$ cat src/rtl/cale_pkg.sv
// Command codes, status codes and fixed field widths of the circular array list engine.
// No dependencies; used by circular_array_list_engine.
package cale_pkg;

  localparam int CMD_W  = 4;
  localparam int POS_W  = 8;
  localparam int VAL_W  = 32;
  localparam int STAT_W = 2;
  localparam int CNT_W  = 5;

  localparam logic [CMD_W-1:0] CMD_PUSH_FRONT = 4'd0;
  localparam logic [CMD_W-1:0] CMD_PUSH_BACK  = 4'd1;
  localparam logic [CMD_W-1:0] CMD_INSERT     = 4'd2;
  localparam logic [CMD_W-1:0] CMD_GET        = 4'd3;
  localparam logic [CMD_W-1:0] CMD_SET        = 4'd4;
  localparam logic [CMD_W-1:0] CMD_POP_FRONT  = 4'd5;
  localparam logic [CMD_W-1:0] CMD_POP_BACK   = 4'd6;
  localparam logic [CMD_W-1:0] CMD_REMOVE_AT  = 4'd7;
  localparam logic [CMD_W-1:0] CMD_CONTAINS   = 4'd8;
  localparam logic [CMD_W-1:0] CMD_CLEAR      = 4'd9;

  localparam logic [STAT_W-1:0] ST_OK    = 2'd0;
  localparam logic [STAT_W-1:0] ST_RANGE = 2'd1;
  localparam logic [STAT_W-1:0] ST_FULL  = 2'd2;
  localparam logic [STAT_W-1:0] ST_EMPTY = 2'd3;

endpackage

$ cat src/rtl/circular_array_list_engine.sv
// Push, clear and failing commands go from S_IDLE straight to S_DONE; get, set and pops
// pass through S_READ; insert and remove_at shift n entries (n at most CAPACITY/2) in
// S_MOVE, insert then writing its item in S_FINAL; contains scans up to count entries.
// One command at a time: a new command is taken only once the last result has been loaded;
// the move/scan loop walks the ring store one entry a cycle. Synchronous reset clears
// head, count and the handshake state; store contents are not cleared.
// Indexed list in a ring store with a shared move/scan sequencer; uses cale_pkg.
module circular_array_list_engine #(
  parameter int CAPACITY   = 16,
  parameter int DATA_WIDTH = 32
) (
  input  logic                         clk,
  input  logic                         rst,
  input  logic                         cmd_valid,
  output logic                         cmd_stall,
  input  logic [cale_pkg::CMD_W-1:0]   cmd,
  input  logic [cale_pkg::POS_W-1:0]   position,
  input  logic [cale_pkg::VAL_W-1:0]   item_value,
  output logic                         result_valid,
  input  logic                         result_stall,
  output logic [cale_pkg::STAT_W-1:0]  status,
  output logic [cale_pkg::VAL_W-1:0]   read_value,
  output logic                         found,
  output logic [cale_pkg::CNT_W-1:0]   count
);

  localparam int SW = $clog2(CAPACITY);
  localparam int CW = $clog2(CAPACITY + 1);
  localparam int MW = (CW > cale_pkg::POS_W) ? CW : cale_pkg::POS_W;

  localparam logic [2:0] S_IDLE  = 3'd0;
  localparam logic [2:0] S_READ  = 3'd1;
  localparam logic [2:0] S_MOVE  = 3'd2;
  localparam logic [2:0] S_SCAN  = 3'd3;
  localparam logic [2:0] S_FINAL = 3'd4;
  localparam logic [2:0] S_DONE  = 3'd5;

  logic [2:0]                  state, state_next;
  logic [SW-1:0]               head, head_next;
  logic [CW-1:0]               cnt, cnt_next;
  logic [SW-1:0]               src, src_next;
  logic [SW-1:0]               wr_addr, wr_addr_next;
  logic [SW-1:0]               fin_addr, fin_addr_next;
  logic [CW-1:0]               left, left_next;
  logic                        step_up, step_up_next;
  logic                        pend, pend_next;
  logic [cale_pkg::CMD_W-1:0]  cmd_q, cmd_q_next;
  logic [DATA_WIDTH-1:0]       val_q, val_q_next;
  logic [DATA_WIDTH-1:0]       res_rd, res_rd_next;
  logic [cale_pkg::STAT_W-1:0] res_status, res_status_next;
  logic                        res_found, res_found_next;

  logic [DATA_WIDTH-1:0] mem [CAPACITY];
  logic                  mem_we;
  logic [SW-1:0]         mem_waddr;
  logic [SW-1:0]         mem_raddr;
  logic [DATA_WIDTH-1:0] mem_wdata;
  logic [DATA_WIDTH-1:0] mem_rdata;

  logic                  accept;
  logic                  out_load;
  logic [63:0]           item_wide;
  logic [63:0]           rd_wide;
  logic [31:0]           cnt_wide;
  logic [DATA_WIDTH-1:0] val_in;
  logic [SW-1:0]         pos_slot;
  logic [SW-1:0]         cnt_slot;
  logic [MW-1:0]         pos_ext;
  logic [MW-1:0]         cnt_ext;
  logic                  full;
  logic                  empty;
  logic                  ins_front;
  logic                  rem_front;
  logic [SW-1:0]         step_dst;

  assign cmd_stall = (state != S_IDLE);
  assign accept    = cmd_valid && !cmd_stall;
  assign out_load  = (state == S_DONE) && (!result_valid || !result_stall);

  assign item_wide = 64'(item_value);
  assign val_in    = item_wide[DATA_WIDTH-1:0];
  assign rd_wide   = 64'(res_rd);
  assign cnt_wide  = 32'(cnt);
  assign pos_slot  = SW'(position);
  assign cnt_slot  = SW'(cnt);
  assign pos_ext   = MW'(position);
  assign cnt_ext   = MW'(cnt);
  assign full      = (cnt == CW'(CAPACITY));
  assign empty     = (cnt == '0);
  // shift the shorter side: front when 2*pos < count (insert) or 2*pos+1 < count (remove)
  assign ins_front = {pos_ext, 1'b0} < {1'b0, cnt_ext};
  assign rem_front = {pos_ext, 1'b1} < {1'b0, cnt_ext};
  // destination of a move sits one slot against the walk direction
  assign step_dst  = step_up ? (src - SW'(1)) : (src + SW'(1));

  always_comb begin
    state_next      = state;
    head_next       = head;
    cnt_next        = cnt;
    src_next        = src;
    wr_addr_next    = wr_addr;
    fin_addr_next   = fin_addr;
    left_next       = left;
    step_up_next    = step_up;
    pend_next       = pend;
    cmd_q_next      = cmd_q;
    val_q_next      = val_q;
    res_rd_next     = res_rd;
    res_status_next = res_status;
    res_found_next  = res_found;
    mem_we          = 1'b0;
    mem_waddr       = wr_addr;
    mem_wdata       = mem_rdata;
    mem_raddr       = src;

    case (state)
      S_IDLE: begin
        if (accept) begin
          cmd_q_next      = cmd;
          val_q_next      = val_in;
          res_rd_next     = '0;
          res_found_next  = 1'b0;
          res_status_next = cale_pkg::ST_OK;
          pend_next       = 1'b0;
          state_next      = S_DONE;
          case (cmd)
            cale_pkg::CMD_PUSH_FRONT: begin
              if (full) begin
                res_status_next = cale_pkg::ST_FULL;
              end else begin
                head_next = head - SW'(1);
                mem_we    = 1'b1;
                mem_waddr = head - SW'(1);
                mem_wdata = val_in;
                cnt_next  = cnt + CW'(1);
              end
            end
            cale_pkg::CMD_PUSH_BACK: begin
              if (full) begin
                res_status_next = cale_pkg::ST_FULL;
              end else begin
                mem_we    = 1'b1;
                mem_waddr = head + cnt_slot;
                mem_wdata = val_in;
                cnt_next  = cnt + CW'(1);
              end
            end
            cale_pkg::CMD_INSERT: begin
              if (full) begin
                res_status_next = cale_pkg::ST_FULL;
              end else if (pos_ext > cnt_ext) begin
                res_status_next = cale_pkg::ST_RANGE;
              end else begin
                if (ins_front) begin
                  src_next      = head;
                  step_up_next  = 1'b1;
                  left_next     = CW'(pos_ext);
                  fin_addr_next = head + pos_slot - SW'(1);
                  head_next     = head - SW'(1);
                end else begin
                  src_next      = head + cnt_slot - SW'(1);
                  step_up_next  = 1'b0;
                  left_next     = CW'(cnt_ext - pos_ext);
                  fin_addr_next = head + pos_slot;
                end
                cnt_next   = cnt + CW'(1);
                state_next = S_MOVE;
              end
            end
            cale_pkg::CMD_GET: begin
              if (pos_ext >= cnt_ext) begin
                res_status_next = cale_pkg::ST_RANGE;
              end else begin
                mem_raddr  = head + pos_slot;
                state_next = S_READ;
              end
            end
            cale_pkg::CMD_SET: begin
              if (pos_ext >= cnt_ext) begin
                res_status_next = cale_pkg::ST_RANGE;
              end else begin
                // registered read returns the old value in the same cycle as the write
                mem_raddr  = head + pos_slot;
                mem_we     = 1'b1;
                mem_waddr  = head + pos_slot;
                mem_wdata  = val_in;
                state_next = S_READ;
              end
            end
            cale_pkg::CMD_POP_FRONT: begin
              if (empty) begin
                res_status_next = cale_pkg::ST_EMPTY;
              end else begin
                mem_raddr  = head;
                head_next  = head + SW'(1);
                cnt_next   = cnt - CW'(1);
                state_next = S_READ;
              end
            end
            cale_pkg::CMD_POP_BACK: begin
              if (empty) begin
                res_status_next = cale_pkg::ST_EMPTY;
              end else begin
                mem_raddr  = head + cnt_slot - SW'(1);
                cnt_next   = cnt - CW'(1);
                state_next = S_READ;
              end
            end
            cale_pkg::CMD_REMOVE_AT: begin
              if (pos_ext >= cnt_ext) begin
                res_status_next = cale_pkg::ST_RANGE;
              end else begin
                mem_raddr = head + pos_slot;
                if (rem_front) begin
                  src_next     = head + pos_slot - SW'(1);
                  step_up_next = 1'b0;
                  left_next    = CW'(pos_ext);
                  head_next    = head + SW'(1);
                end else begin
                  src_next     = head + pos_slot + SW'(1);
                  step_up_next = 1'b1;
                  left_next    = CW'(cnt_ext - pos_ext - MW'(1));
                end
                cnt_next   = cnt - CW'(1);
                state_next = S_READ;
              end
            end
            cale_pkg::CMD_CONTAINS: begin
              src_next     = head;
              step_up_next = 1'b1;
              left_next    = cnt;
              state_next   = S_SCAN;
            end
            cale_pkg::CMD_CLEAR: begin
              head_next = '0;
              cnt_next  = '0;
            end
            default: begin
            end
          endcase
        end
      end
      S_READ: begin
        res_rd_next = mem_rdata;
        state_next  = (cmd_q == cale_pkg::CMD_REMOVE_AT) ? S_MOVE : S_DONE;
      end
      S_MOVE: begin
        // read one entry ahead while the previous one is written back
        if (pend) begin
          mem_we = 1'b1;
        end
        if (left != '0) begin
          wr_addr_next = step_dst;
          src_next     = step_up ? (src + SW'(1)) : (src - SW'(1));
          left_next    = left - CW'(1);
          pend_next    = 1'b1;
        end else begin
          pend_next = 1'b0;
          if (!pend) begin
            state_next = (cmd_q == cale_pkg::CMD_INSERT) ? S_FINAL : S_DONE;
          end
        end
      end
      S_SCAN: begin
        if (pend && (mem_rdata == val_q)) begin
          res_found_next = 1'b1;
          pend_next      = 1'b0;
          state_next     = S_DONE;
        end else if (left != '0) begin
          src_next  = src + SW'(1);
          left_next = left - CW'(1);
          pend_next = 1'b1;
        end else begin
          pend_next  = 1'b0;
          state_next = S_DONE;
        end
      end
      S_FINAL: begin
        mem_we     = 1'b1;
        mem_waddr  = fin_addr;
        mem_wdata  = val_q;
        state_next = S_DONE;
      end
      S_DONE: begin
        if (out_load) begin
          state_next = S_IDLE;
        end
      end
      default: begin
        state_next = S_IDLE;
      end
    endcase
  end

  always_ff @(posedge clk) begin
    if (mem_we) begin
      mem[mem_waddr] <= mem_wdata;
    end
    mem_rdata <= mem[mem_raddr];
  end

  always_ff @(posedge clk) begin
    if (rst) begin
      state        <= S_IDLE;
      head         <= '0;
      cnt          <= '0;
      pend         <= 1'b0;
      result_valid <= 1'b0;
    end else begin
      state <= state_next;
      head  <= head_next;
      cnt   <= cnt_next;
      pend  <= pend_next;
      if (out_load) begin
        result_valid <= 1'b1;
      end else if (!result_stall) begin
        result_valid <= 1'b0;
      end
    end
  end

  always_ff @(posedge clk) begin
    src        <= src_next;
    wr_addr    <= wr_addr_next;
    fin_addr   <= fin_addr_next;
    left       <= left_next;
    step_up    <= step_up_next;
    cmd_q      <= cmd_q_next;
    val_q      <= val_q_next;
    res_rd     <= res_rd_next;
    res_status <= res_status_next;
    res_found  <= res_found_next;
    if (out_load) begin
      status     <= res_status;
      read_value <= rd_wide[31:0];
      found      <= res_found;
      count      <= cnt_wide[cale_pkg::CNT_W-1:0];
    end
  end

`ifndef SYNTHESIS
  a_cnt_bound: assert property (@(posedge clk) disable iff (rst)
    cnt <= CW'(CAPACITY))
    else $error("element count above capacity");

  a_accept_busy: assert property (@(posedge clk) disable iff (rst)
    accept |=> (state != S_IDLE))
    else $error("sequencer idle right after a command transaction");

  a_no_write_on_read: assert property (@(posedge clk) disable iff (rst)
    (state == S_READ || state == S_SCAN || state == S_DONE) |-> !mem_we)
    else $error("store written in a read-only phase");

  a_move_no_overlap: assert property (@(posedge clk) disable iff (rst)
    (state == S_MOVE && pend && left != '0) |-> (mem_waddr != mem_raddr))
    else $error("shift reads the slot it writes");

  a_result_from_done: assert property (@(posedge clk) disable iff (rst)
    $rose(result_valid) |-> ($past(state) == S_DONE))
    else $error("result presented outside the done phase");
`endif

endmodule

$ cat config.mk
export PLATFORM = sky130hd
export DESIGN_NAME = circular_array_list_engine
export DESIGN_NICKNAME = d
export VERILOG_FILES = /design/src/rtl/cale_pkg.sv /design/src/rtl/circular_array_list_engine.sv
export SDC_FILE = /design/constraint.sdc
export NUM_CORES = 1
export LEC_CHECK = 0
export ABC_AREA = 1
export BUFFER_PORTS_ARGS = -buffer_cell sky130_fd_sc_hd__buf_4
export CELL_PAD_IN_SITES_DETAIL_PLACEMENT = 1
export CELL_PAD_IN_SITES_GLOBAL_PLACEMENT = 1
export CORE_MARGIN = 4
export CORE_UTILIZATION = 35
export CTS_CLUSTER_SIZE = 30
export DETAILED_ROUTE_END_ITERATION = 12
export PLACE_DENSITY = 0.56
export SYNTH_ARGS = -nofsm -noshare
export SYNTH_HDL_FRONTEND = slang
export SYNTH_SLANG_ARGS = --single-unit
export TNS_END_PERCENT = 1
$ cat constraint.sdc
create_clock -name clk -period 6.7 [get_ports clk]
set_clock_uncertainty 0.1 [all_clocks]
set_input_delay 0.335 -clock clk [delete_from_list [all_inputs] [get_ports clk]]
set_output_delay 0.335 -clock clk [all_outputs]
set_load 0.05 [all_outputs]
== Yosys cells after proc, flatten, opt, wreduce, memory -nomap -nowiden ==
Memory sizes are Yosys's and may differ from the RTL's. A register that Yosys moved wholly into a read port is not among the register bits.
Cells that the tools add are included.
Word-level totals
  flip-flop bits (word level): 143
  memories: 1
  bits of input ports: 48
  RAM bits: 512
  word-level logic and storage cells: 213
Operators by class
  muxes and demuxes: 99
  reductions and logical operators: 33
  $add $sub $neg: 14
  order comparisons: 4
  bitwise operators: 2
  eq/ne operators: 41
Memory list
  mem: words 16, bits a word 32, rd ports 1, clocked after memory_dff 1, wr ports 1, line circular_array_list_engine.sv:53  | logic [DATA_WIDTH-1:0] mem [CAPACITY];
Operator list (count)
  $pmux 32 s2: 3
  $mux 32: 4
  $mux 4: 28
  $mux 5: 13
  $pmux 4 s3: 4
  $ne 2x2->1 const B: 17
  $mux 3: 11
  $eq 32x32->1: 1
  $pmux 5 s3: 2
  $pmux 5 s5: 1
  $eq 4x3->1 const B: 5
  $mux 1: 20
  $pmux 4 s5: 1
  $lt 9x5->1: 2
  $pmux 3 s6: 1
  $sub 4x1->4 const B: 4
  $reduce_bool 5->1: 3
  $sub 5x1->5 const B: 3
  $add 4x1->4 const B: 3
  $eq 4x2->1 const B: 3
  $ne 3x3->1 const B: 4
  $pmux 3 s4: 1
  $reduce_and 10->1: 1
  $reduce_and 5->1: 2
  other kinds (35): 56

== Depth between registers and ports, before layout ==
Gate-level depths: netlist of the first run.
  word-level depth: 8
  gate-level depth with buffers: 20

== Worst setup path after synthesis of the first run ==
Ideal clock, no wire load.
  path type: register to register
  start: register state[0]
  end: memory mem[0][0], enable pin
  stages on the path, launching flop included: 12
  data required time: 6179 ps
  clock period less this slack: 4446 ps
  buffers on the path: 0
  data arrival time: 3925 ps
  slack: 2254 ps
  cell sequence: dfxtp_1 inv_2 nand2_2 nor2_2 nand2_2 inv_1 o21ai_2 nor2_1 o32ai_1 o21ai_0 nand3_1 nor2_1
On the way
  longest elaborated chain between the ends: 7
  elaborated cells on any way between the ends: 12
  those cells by class: eq/ne (2); mux (6); reduce/logical (4)
RTL lines
  start, declared: line circular_array_list_engine.sv:38  | logic [2:0] state, state_next;
  start signal, assigned: line circular_array_list_engine.sv:310  | state <= state_next;
  $reduce_bool 3->1: line circular_array_list_engine.sv:76  | assign cmd_stall = (state != S_IDLE);
  $logic_not 1->1: line circular_array_list_engine.sv:77  | assign accept = cmd_valid && !cmd_stall;
  $logic_and 1x1->1: line circular_array_list_engine.sv:77
  $mux 1: line circular_array_list_engine.sv:118  | if (accept) begin
  $pmux 1 s3: line circular_array_list_engine.sv:116  | case (state)
  $mux 1: line circular_array_list_engine.sv:296  | if (mem_we) begin
  $mux 1 (not written as such): line circular_array_list_engine.sv:297  | mem[mem_waddr] <= mem_wdata;
  end, declared: line circular_array_list_engine.sv:53
Parallel ways exist; a longest one is shown, timed or not.

== Worst setup path in the final report of the first run ==
  start: register cnt[1]
  end: memory mem[11][23], enable pin
On the way
  longest elaborated chain between the ends: 7
  elaborated cells on any way between the ends: 16
  those cells by class: add/sub (1); order compare (1); eq/ne (1); mux (13)
RTL lines
  start, declared: line circular_array_list_engine.sv:40  | logic [CW-1:0] cnt, cnt_next;
  start signal, assigned: line circular_array_list_engine.sv:312  | cnt <= cnt_next;
  $ge 8x5->1 or $eq 5x5->1 (tied branches): line circular_array_list_engine.sv:179, circular_array_list_engine.sv:88
  $mux 1 (on tied branches): line circular_array_list_engine.sv:179, circular_array_list_engine.sv:128, circular_array_list_engine.sv:139
  $pmux 1 s2: line circular_array_list_engine.sv:126  | case (cmd)
  $mux 1: line circular_array_list_engine.sv:118
  $pmux 1 s3: line circular_array_list_engine.sv:116
  $mux 1: line circular_array_list_engine.sv:296
  $mux 1 (not written as such): line circular_array_list_engine.sv:297
Parallel ways exist; a longest one is shown, timed or not.

==> results of run 1 <==
## critical path, delay by kind of cell (launching register included)
family / cells / cell delay, ps
buf+inv: 4 / 850
flops: 1 / 630
fa+ha+maj: 1 / 240
compound gates: 1 / 440
simple gates: 9 / 2230
## metrics by stage
| stage | cell area (um2) | cells | utilization [%] | hold WS [ps] |
|---|---|---|---|---|
| after floorplan | 31900 | 3142 | - | 300 |
| after global placement | 34100 | 4320 | 37.8 | 301 |
| after detailed placement | 34200 | 4322 | 37.8 | 306 |
| after CTS | 37300 | 4506 | 41.3 | 68.3 |
| after global routing | 37300 | 4507 | 41.3 | 124 |
| final | 37300 | 4508 | 41.3 | 121 |
## cell usage in the layout, fill, tap and decap left out, types with 7 or more instances in the layout
cell type      Yosys  routed
edfxtp_1         641     641
nand3_1          639     639
inv_1            554     552
nand2_1          510     505
buf_4             13     156
o21ai_0          105     105
nand3b_1          97      97
nor2_1           113      95
clkbuf_16          0      81
dfxtp_1           46      46
a21oi_1           44      43
dlygate4sd3_1      0      38
ha_1              33      33
o211ai_1          29      29
xnor2_1           21      21
xor2_1            20      20
clkinv_1           4      18
nand4_1           18      18
nor2_4             2      18
o22ai_1           18      18
inv_2             13      14
clkbuf_1          49      14
nor3_1            13      13
o221ai_1          17      10
bufinv_16          0      10
clkbuf_8           0       9
clkinv_2           0       8
nand2_2            4       7
o221ai_2           0       7
## cells by family (layout without fill, tap and decap cells)
logic type	Yosys count	after routing	share of synthesized area, %
buffers and inverters	728	917	9.09
other	0	1	0
DFF	687	687	63.1
and+or+nand+nor	1408	1408	20.6
muxes	1	1	0.0313
AOI/OAI and AO/OA	240	240	4.48
adders and majority gates	37	37	1.54
xor gates and xnor gates	41	41	1.12
## where the power goes
part	leakage [nW]	internal (mW)	switching [mW]	total (mW)
sequential	6.27	6.24	0.346	6.59
clock	1.32	2.72	1.83	4.55
combinational	7.57	1.33	4.10	5.43
total	15.2	10.3	6.28	16.6
## repair_timing
action	in CTS	in global routing
hold endpoints to repair	41	0
hold buffers	38	0
buffers inserted	0	0
## registers in the layout (all words and copies together) (netlist names), 2 cells and up
name,flops
res_rd,32
res_status,2
wr_addr,4
val_q,32
head,4
read_value,32
mem_rdata,32
state,3
cnt,5
count,5
cmd_q,4
left,5
mem,512
fin_addr,4
src,4
status,2
## cell type report
type	instances	share of cell area [%]
sequential	687	54.1
multi-input combinational	1727	24.4
clock buffer	104	5.91
inverter	572	5.78
timing repair buffer	199	4.41
tap	1176	3.95
clock inverter	42	1.38
antenna	1	0.00672
## worst max path at each step
| stage | startpoint | end | slack, ps |
|---|---|---|---|
| after floorplan | state[0]$_SDFFE_PP0P_ | mem[0][0]$_DFFE_PP_ | 2250 |
| after global placement | cnt[1]$_SDFFE_PP0P_ | mem[6][23]$_DFFE_PP_ | 1800 |
| after detailed placement | cnt[1]$_SDFFE_PP0P_ | mem[14][13]$_DFFE_PP_ | 1920 |
| after CTS | cnt[1]$_SDFFE_PP0P_ | mem[14][13]$_DFFE_PP_ | 1890 |
| after global routing | cnt[1]$_SDFFE_PP0P_ | mem[11][23]$_DFFE_PP_ | 1530 |
| final | cnt[1]$_SDFFE_PP0P_ | mem[11][23]$_DFFE_PP_ | 1850 |
## per-layer routing
| layer | track usage (%) | vias up |
|---|---|---|
| met5 | 0 | - |
| li1 | - | 10900 |
| met2 | 35.5 | 582 |
| met3 | 2.33 | 114 |
| met1 | 32.2 | 11900 |
| met4 | 4.78 | 0 |
==> results_tabular.tex, run 1 <==
\begin{tabular}{lr}
\hline
Metric & Value \\
\hline
\multicolumn{2}{l}{\textbf{Pwr}} \\
Power density of the placed cells & 445 mW/mm2 \\
IR Drop Worst-Case VDD & 0.000263 V \\
Power after layout & 16.6 mW \\
Leakage power & 15.2 nW \\
\multicolumn{2}{l}{\textbf{Timing}} \\
Worst slew margin relative to its limit & 11.3\% \\
Number of hold-slack violations in the final timing report & 0 \\
RSZ-0062 raised after global routing & no \\
Min Tclk post-route & 4850 ps \\
Number of failing setup endpoints in the final timing report & 0 \\
Worst-Margin Slew & 1330 ps \\
Max-slew violation count & 0 \\
Total negative setup slack & 0 ps \\
Worst path setup slack after routing & 1850 ps \\
Fmax & 0.206 GHz \\
Final clock period utilization by the worst path & 72.3\% \\
\multicolumn{2}{l}{\textbf{Route}} \\
Met2 wirelength from detailed routing & 48,700 um \\
Total vias in the final route & 23,500 \\
Number of DRC markers after the initial detailed-route iteration & 1,787 \\
Amount of wire on met3 after detailed routing & 4520 um \\
Remaining number of nets flagged by the antenna check after routing & 0 \\
Average via count per standard cell & 5.22 \\
Final routed wirelength across all metal layers & 107,000 um \\
Average wire per standard cell & 23.7 um \\
Drt drc & 0 \\
Met1 Routed Length & 51,600 um \\
Highest metal layer with signal wires & met4 \\
Number of detailed-route iterations in the first pass & 5 \\
\multicolumn{2}{l}{\textbf{Placement}} \\
Routability-driven placement congestion ratio & 0.845 \\
Setup WS pre-CTS & 1920 ps \\
HPWL reported at the end of detailed placement & 65,700 um \\
Number of I/O port buffers & 89 \\
\multicolumn{2}{l}{\textbf{Min path}} \\
Hold Crit Start & cmd\_valid \\
Hold Crit Depth & 3 \\
Endpoint of the worst hold-timing path & res\_found\$\_DFFE\_PP\_ \\
Worst Hold Class & primary input to register \\
\multicolumn{2}{l}{\textbf{Logic synthesis}} \\
Number of nets in the synthesized netlist & 3,227 \\
Netlist area before placement & 0.0319 mm2 \\
Count of flip-flops with a built-in enable after synthesis & 641 \\
Library cells used by synthesis & 50 \\
Cell taking the most area after synthesis & edfxtp\_1 \\
Synthesized flop and latch total & 687 \\
Flip-flop cell with the highest count after synthesis & edfxtp\_1 \\
Cells after Synth & 3,142 \\
Proportion of register bits with asynchronous set or reset after synthesis & 0\% \\
Most common cell in the netlist & edfxtp\_1 \\
Sequential fraction of the synthesis area & 63.1\% \\
Post-synthesis average cell area & 10.2 um2 \\
Yosys synthesis warning count & 0 \\
Top post-synthesis cells by count & 641 x edfxtp\_1, 639 x nand3\_1, 554 x inv\_1, 510 x nand2\_1, 113 x nor2\_1 \\
Biggest area contributors in the synthesized netlist & edfxtp\_1 60\%, nand3\_1 10\%, inv\_1 6.5\% \\
Top cell type's share of synthesized area & 60.3\% \\
\multicolumn{2}{l}{\textbf{Final layout}} \\
Number of nets at the end of the flow & 3,351 \\
Area growth from synthesis to final layout & 16.6\% \\
Filler cell count & 9,965 \\
Sequential cell area & 0.0202 mm2 \\
Footprint of the multi-input gates & 0.00911 mm2 \\
Fraction of final layout cells with drive strength greater than 1 & 10.4\% \\
\multicolumn{2}{l}{\textbf{Critical path}} \\
Crit Reg-Reg Endpoint & mem[11][23]\$\_DFFE\_PP\_ \\
Setup slack on the worst flop-to-flop path & 1850 ps \\
Category of the most critical setup path & register to register \\
Critical path's most frequent cell & nand2\_1 \\
Crit. End Element & register \\
Critical Path Source Type & register \\
Cell-by-cell listing of the critical path & inv\_1 > ha\_1 > inv\_1 > nand2\_1 > nand2\_1 > nand2\_1 > nand2\_1 > nand3\_2 > inv\_2 > nand2\_1 > and3\_1 > o21ai\_0 > nand3\_1 > nor2\_4 > buf\_4 \\
Register-to-Register Path Depth & 15 \\
Longest individual stage delay on the worst path & 880 ps \\
Cell with the largest stage delay on the worst path & nor2\_4 \\
Data arrival time of the critical path & 5060 ps \\
Maximum net fanout on the critical path & 19 \\
Required time at the worst-slack endpoint & 6910 ps \\
Reg2Reg Launch Point & cnt[1]\$\_SDFFE\_PP0P\_ \\
\multicolumn{2}{l}{\textbf{GRT}} \\
Leftover overflow at the end of global routing & 0 \\
First-pass GRT wire length & 158,000 um \\
Antenna violations before repair & 2 \\
Maximum number of pins on one net before global-route repair & 152 \\
Global-route usage over all layers & 22.0\% \\
Vias in the first global route & 24,100 \\
\multicolumn{2}{l}{\textbf{CTS}} \\
Clock transition at the registers of the reported paths & 60 ps \\
Sink Count & 687 \\
TritonCTS clock tree & built \\
Post-cts sizing count & 0 \\
Worst skew pair latency & 650 ps \\
Buffer depth of the longest clock path & 3 \\
Clock H-tree levels & 3 \\
Cts bufs inserted & 79 \\
CTS Root Cell & clkbuf\_16 \\
\multicolumn{2}{l}{\textbf{Floorplanning}} \\
Std-Cell Core Area & 0.0903 mm2 \\
DIE HEIGHT & 310 um \\
Initial core utilization & 35.4\% \\
Num ports & 90 \\
Die area & 0.0962 mm2 \\
Number of rows in the core area & 110 \\
Horizontal die dimension & 310 um \\
\multicolumn{2}{l}{\textbf{Job}} \\
Number of violations of the max-capacitance limit & 0 \\
\multicolumn{2}{l}{\textbf{Run status}} \\
Outcome & finished clean \\
\hline
\end{tabular}
Note: power is estimated with default switching activity, not from simulation.
==> run 2, diff against run 1 <==
--- a/config.mk
+++ b/config.mk
@@ -13,7 +13,7 @@
 export CORE_UTILIZATION = 35
 export CTS_CLUSTER_SIZE = 30
 export DETAILED_ROUTE_END_ITERATION = 12
-export PLACE_DENSITY = 0.56
+export PLACE_DENSITY = 0.59
 export SYNTH_ARGS = -nofsm -noshare
 export SYNTH_HDL_FRONTEND = slang
 export SYNTH_SLANG_ARGS = --single-unit
==> constraint.sdc (replaced) <==
create_clock -name clk -period 4.15 [get_ports clk]
set_clock_uncertainty 0.1 [all_clocks]
set_input_delay 0.2075 -clock clk [delete_from_list [all_inputs] [get_ports clk]]
set_output_delay 0.2075 -clock clk [all_outputs]
set_load 0.05 [all_outputs]
==> results_tabular.tex, run 2 (synthesized netlist as in run 1, its figures left out) <==
\begin{tabular}{lr}
\hline
Metric & Value \\
\hline
\multicolumn{2}{l}{\textbf{Critical path}} \\
Buf/Inv on CP & 5 (was 4) \\
Data arrival time of the critical path & 4090 ps (was 5060 ps) \\
Category of the most critical setup path & register to register (unchanged) \\
Cell with the largest stage delay on the worst path & nor2\_4 (unchanged) \\
Reg2Reg Launch Point & cnt[3]\$\_SDFFE\_PP0P\_ (was cnt[1]\$\_SDFFE\_PP0P\_) \\
Critical Path Source Type & register (unchanged) \\
Crit. End Element & register (unchanged) \\
Required time at the worst-slack endpoint & 4410 ps (was 6910 ps) \\
Maximum net fanout on the critical path & 18 (was 19) \\
Beginning of the critical path & cnt[3]\$\_SDFFE\_PP0P\_ (was cnt[1]\$\_SDFFE\_PP0P\_) \\
Critical path's most frequent cell & nand2\_1 (unchanged) \\
Setup slack on the worst flop-to-flop path & 320 ps (was 1850 ps) \\
Crit Reg-Reg Endpoint & mem[14][30]\$\_DFFE\_PP\_ (was mem[11][23]\$\_DFFE\_PP\_) \\
Register-to-Register Path Depth & 17 (was 15) \\
Longest individual stage delay on the worst path & 700 ps (was 880 ps) \\
Kind of cell adding the most delay to the critical path & simple AND/OR/NAND/NOR gates (unchanged) \\
Cell-by-cell listing of the critical path & ha\_1 > nand2\_1 > inv\_1 > nand2\_1 > nand2\_1 > nand2\_1 > nand3\_2 > buf\_4 > o22ai\_2 > inv\_1 > nor2\_2 > nor2\_1 > a21oi\_2 > nand2\_1 > buf\_12 > nor2\_4 > buf\_12 (was inv\_1 > ha\_1 > inv\_1 > nand2\_1 > nand2\_1 > nand2\_1 > nand2\_1 > nand3\_2 > inv\_2 > nand2\_1 > and3\_1 > o21ai\_0 > nand3\_1 > nor2\_4 > buf\_4) \\
\multicolumn{2}{l}{\textbf{Placement}} \\
Number of I/O port buffers & 89 (unchanged) \\
Setup WS pre-CTS & 249 ps (was 1920 ps) \\
Routability-driven placement congestion ratio & 0.888 (was 0.845) \\
Cell count after placement & 4,405 (was 4,322) \\
HPWL reported at the end of detailed placement & 70,700 um (was 65,700 um) \\
Placed instance area & 0.0351 mm2 (was 0.0342 mm2) \\
\multicolumn{2}{l}{\textbf{Route}} \\
Number of detailed-route iterations in the first pass & 6 (was 5) \\
Remaining number of nets flagged by the antenna check after routing & 0 (unchanged) \\
Total vias in the final route & 24,400 (was 23,500) \\
Final routed wirelength across all metal layers & 109,000 um (was 107,000 um) \\
Average via count per standard cell & 5.29 (was 5.22) \\
Average wire per standard cell & 23.8 um (was 23.7 um) \\
Number of DRC markers after the initial detailed-route iteration & 1,976 (was 1,787) \\
Drt drc & 0 (unchanged) \\
\multicolumn{2}{l}{\textbf{Floorplanning}} \\
Die area & 0.0962 mm2 (unchanged) \\
Number of rows in the core area & 110 (unchanged) \\
Std-Cell Core Area & 0.0903 mm2 (unchanged) \\
Num ports & 90 (unchanged) \\
Horizontal die dimension & 310 um (unchanged) \\
Initial core utilization & 35.4\% (unchanged) \\
DIE HEIGHT & 310 um (unchanged) \\
\multicolumn{2}{l}{\textbf{Final layout}} \\
Final Util & 42.5\% (was 41.3\%) \\
Area growth from synthesis to final layout & 20.0\% (was 16.6\%) \\
Number of nets at the end of the flow & 3,443 (was 3,351) \\
Fraction of final layout cells with drive strength greater than 1 & 12.5\% (was 10.4\%) \\
Register name with the most flops & mem (unchanged) \\
Filler cell count & 9,953 (was 9,965) \\
Commonest cells after routing, fill and taps aside & 641 x edfxtp\_1, 639 x nand3\_1, 552 x inv\_1 (unchanged) \\
Most common library cell in the layout ignoring fill and taps & edfxtp\_1 (unchanged) \\
Largest register FFs & 512 (unchanged) \\
Final instance count without filler cells & 4,604 (was 4,508) \\
Final non-filler cell area & 0.0383 mm2 (was 0.0373 mm2) \\
\multicolumn{2}{l}{\textbf{Timing}} \\
Number of hold-slack violations in the final timing report & 0 (unchanged) \\
Total negative setup slack & 0 ps (unchanged) \\
Worst-Margin Slew & 1080 ps (was 1330 ps) \\
RSZ-0062 raised after global routing & no (unchanged) \\
Max-slew violation count & 0 (unchanged) \\
Worst slew margin relative to its limit & 27.7\% (was 11.3\%) \\
Worst slack on hold paths & 50.0 ps (was 121 ps) \\
Fmax & 0.261 GHz (was 0.206 GHz) \\
Min Tclk post-route & 3830 ps (was 4850 ps) \\
Worst path setup slack after routing & 320 ps (was 1850 ps) \\
Number of failing setup endpoints in the final timing report & 0 (unchanged) \\
Final clock period utilization by the worst path & 92.3\% (was 72.3\%) \\
\multicolumn{2}{l}{\textbf{Min path}} \\
Worst Hold Class & primary input to register (unchanged) \\
Hold Crit Depth & 5 (was 3) \\
Endpoint of the worst hold-timing path & left[0]\$\_DFFE\_PP\_ (was res\_found\$\_DFFE\_PP\_) \\
Hold Crit Start & position[0] (was cmd\_valid) \\
\multicolumn{2}{l}{\textbf{CTS}} \\
Clock H-tree levels & 3 (unchanged) \\
CTS Root Cell & clkbuf\_16 (unchanged) \\
Sink Count & 687 (unchanged) \\
Clock transition at the registers of the reported paths & 60 ps (about the same) \\
TritonCTS clock tree & built (unchanged) \\
Worst skew pair latency & 680 ps (was 650 ps) \\
Cts bufs inserted & 82 (was 79) \\
Buffer depth of the longest clock path & 3 (unchanged) \\
\multicolumn{2}{l}{\textbf{Job}} \\
Number of violations of the max-capacitance limit & 0 (unchanged) \\
\multicolumn{2}{l}{\textbf{Pwr}} \\
Leakage power & 15.7 nW (was 15.2 nW) \\
Power after layout & 27.4 mW (was 16.6 mW) \\
IR Drop Worst-Case VDD & 0.000402 V (was 0.000263 V) \\
Power density of the placed cells & 715 mW/mm2 (was 445 mW/mm2) \\
\multicolumn{2}{l}{\textbf{GRT}} \\
Global-route usage over all layers & 22.5\% (was 22.0\%) \\
First-pass GRT wire length & 162,000 um (was 158,000 um) \\
Leftover overflow at the end of global routing & 0 (unchanged) \\
Antenna violations before repair & 3 (was 2) \\
Maximum number of pins on one net before global-route repair & 94 (was 152) \\
Vias in the first global route & 25,000 (was 24,100) \\
\multicolumn{2}{l}{\textbf{Run status}} \\
Outcome & finished clean (unchanged) \\
\hline
\end{tabular}
==> run 2: cell count changes in the layout (fill, tap and decap cells not counted), moves of 2 or more <==
cell	previous run	this run
clkbuf_1	14	21
bufinv_16	10	6
buf_4	156	208
o221ai_1	10	17
o221ai_2	7	0
buf_12	4	40
clkinv_16	0	4
clkbuf_8	9	4
clkinv_4	1	3
clkinv_2	8	10
dlygate4sd3_1	38	40
==> run 2: area by class of cell <==
type                    instances  area, um2  share of cell area (%)
flip-flops and latches        687      20200                    52.6
multi-input cells            1727       9070                    23.6
repair buffers                288       2760                    7.20
clock buffers                 107       2190                    5.70
inverters                     572       2150                    5.62
well taps                    1176       1470                    3.84
clock inverters                46        533                    1.39
diodes                          1       2.50                 0.00653
==> run 2: worst reg2reg max path: stages, from the launching register on <==
cell and delay, ps:
dfxtp_1 420, ha_1 310, nand2_1 80, inv_1 60
nand2_1 70, nand2_1 50, nand2_1 190, nand3_2 170
buf_4 180, o22ai_2 130, inv_1 80, nor2_2 110
nor2_1 70, a21oi_2 190, nand2_1 140, buf_12 160
nor2_4 700, buf_12 270
==> run 2: how the worst max path moves through the flow <==
stage                                  endpoint  cells past startpoint
after CTS                 mem[14][30]$_DFFE_PP_                     17
after floorplan             mem[0][0]$_DFFE_PP_                     11
final                     mem[14][30]$_DFFE_PP_                     17
after global routing      mem[14][30]$_DFFE_PP_                     17
after detailed placement  mem[14][12]$_DFFE_PP_                     19
after global placement     mem[6][19]$_DFFE_PP_                     19
==> run 2: power by group <==
part	total, mW	internal [mW]	switching, mW
combinational	9.67	2.57	7.10
clock	7.22	4.16	3.06
sequential	10.5	10.1	0.457
==> run 2: timing repair <==
item	4_1_cts	5_1_grt
setup endpoints to repair	0	29
setup buffers	0	5
gates resized for setup	0	1
endpoints found under the hold margin	77	0
hold buffers	40	0
==> run 2: metal layers <==
layer / wire (um) / global-route usage, % / up-vias
met5: 0 / 0 / -
met3: 5940 / 3.02 / 146
met4: 2530 / 5.92 / 0
met1: 50700 / 32.4 / 12400
li1: - / - / 11100
met2: 50300 / 35.9 / 749
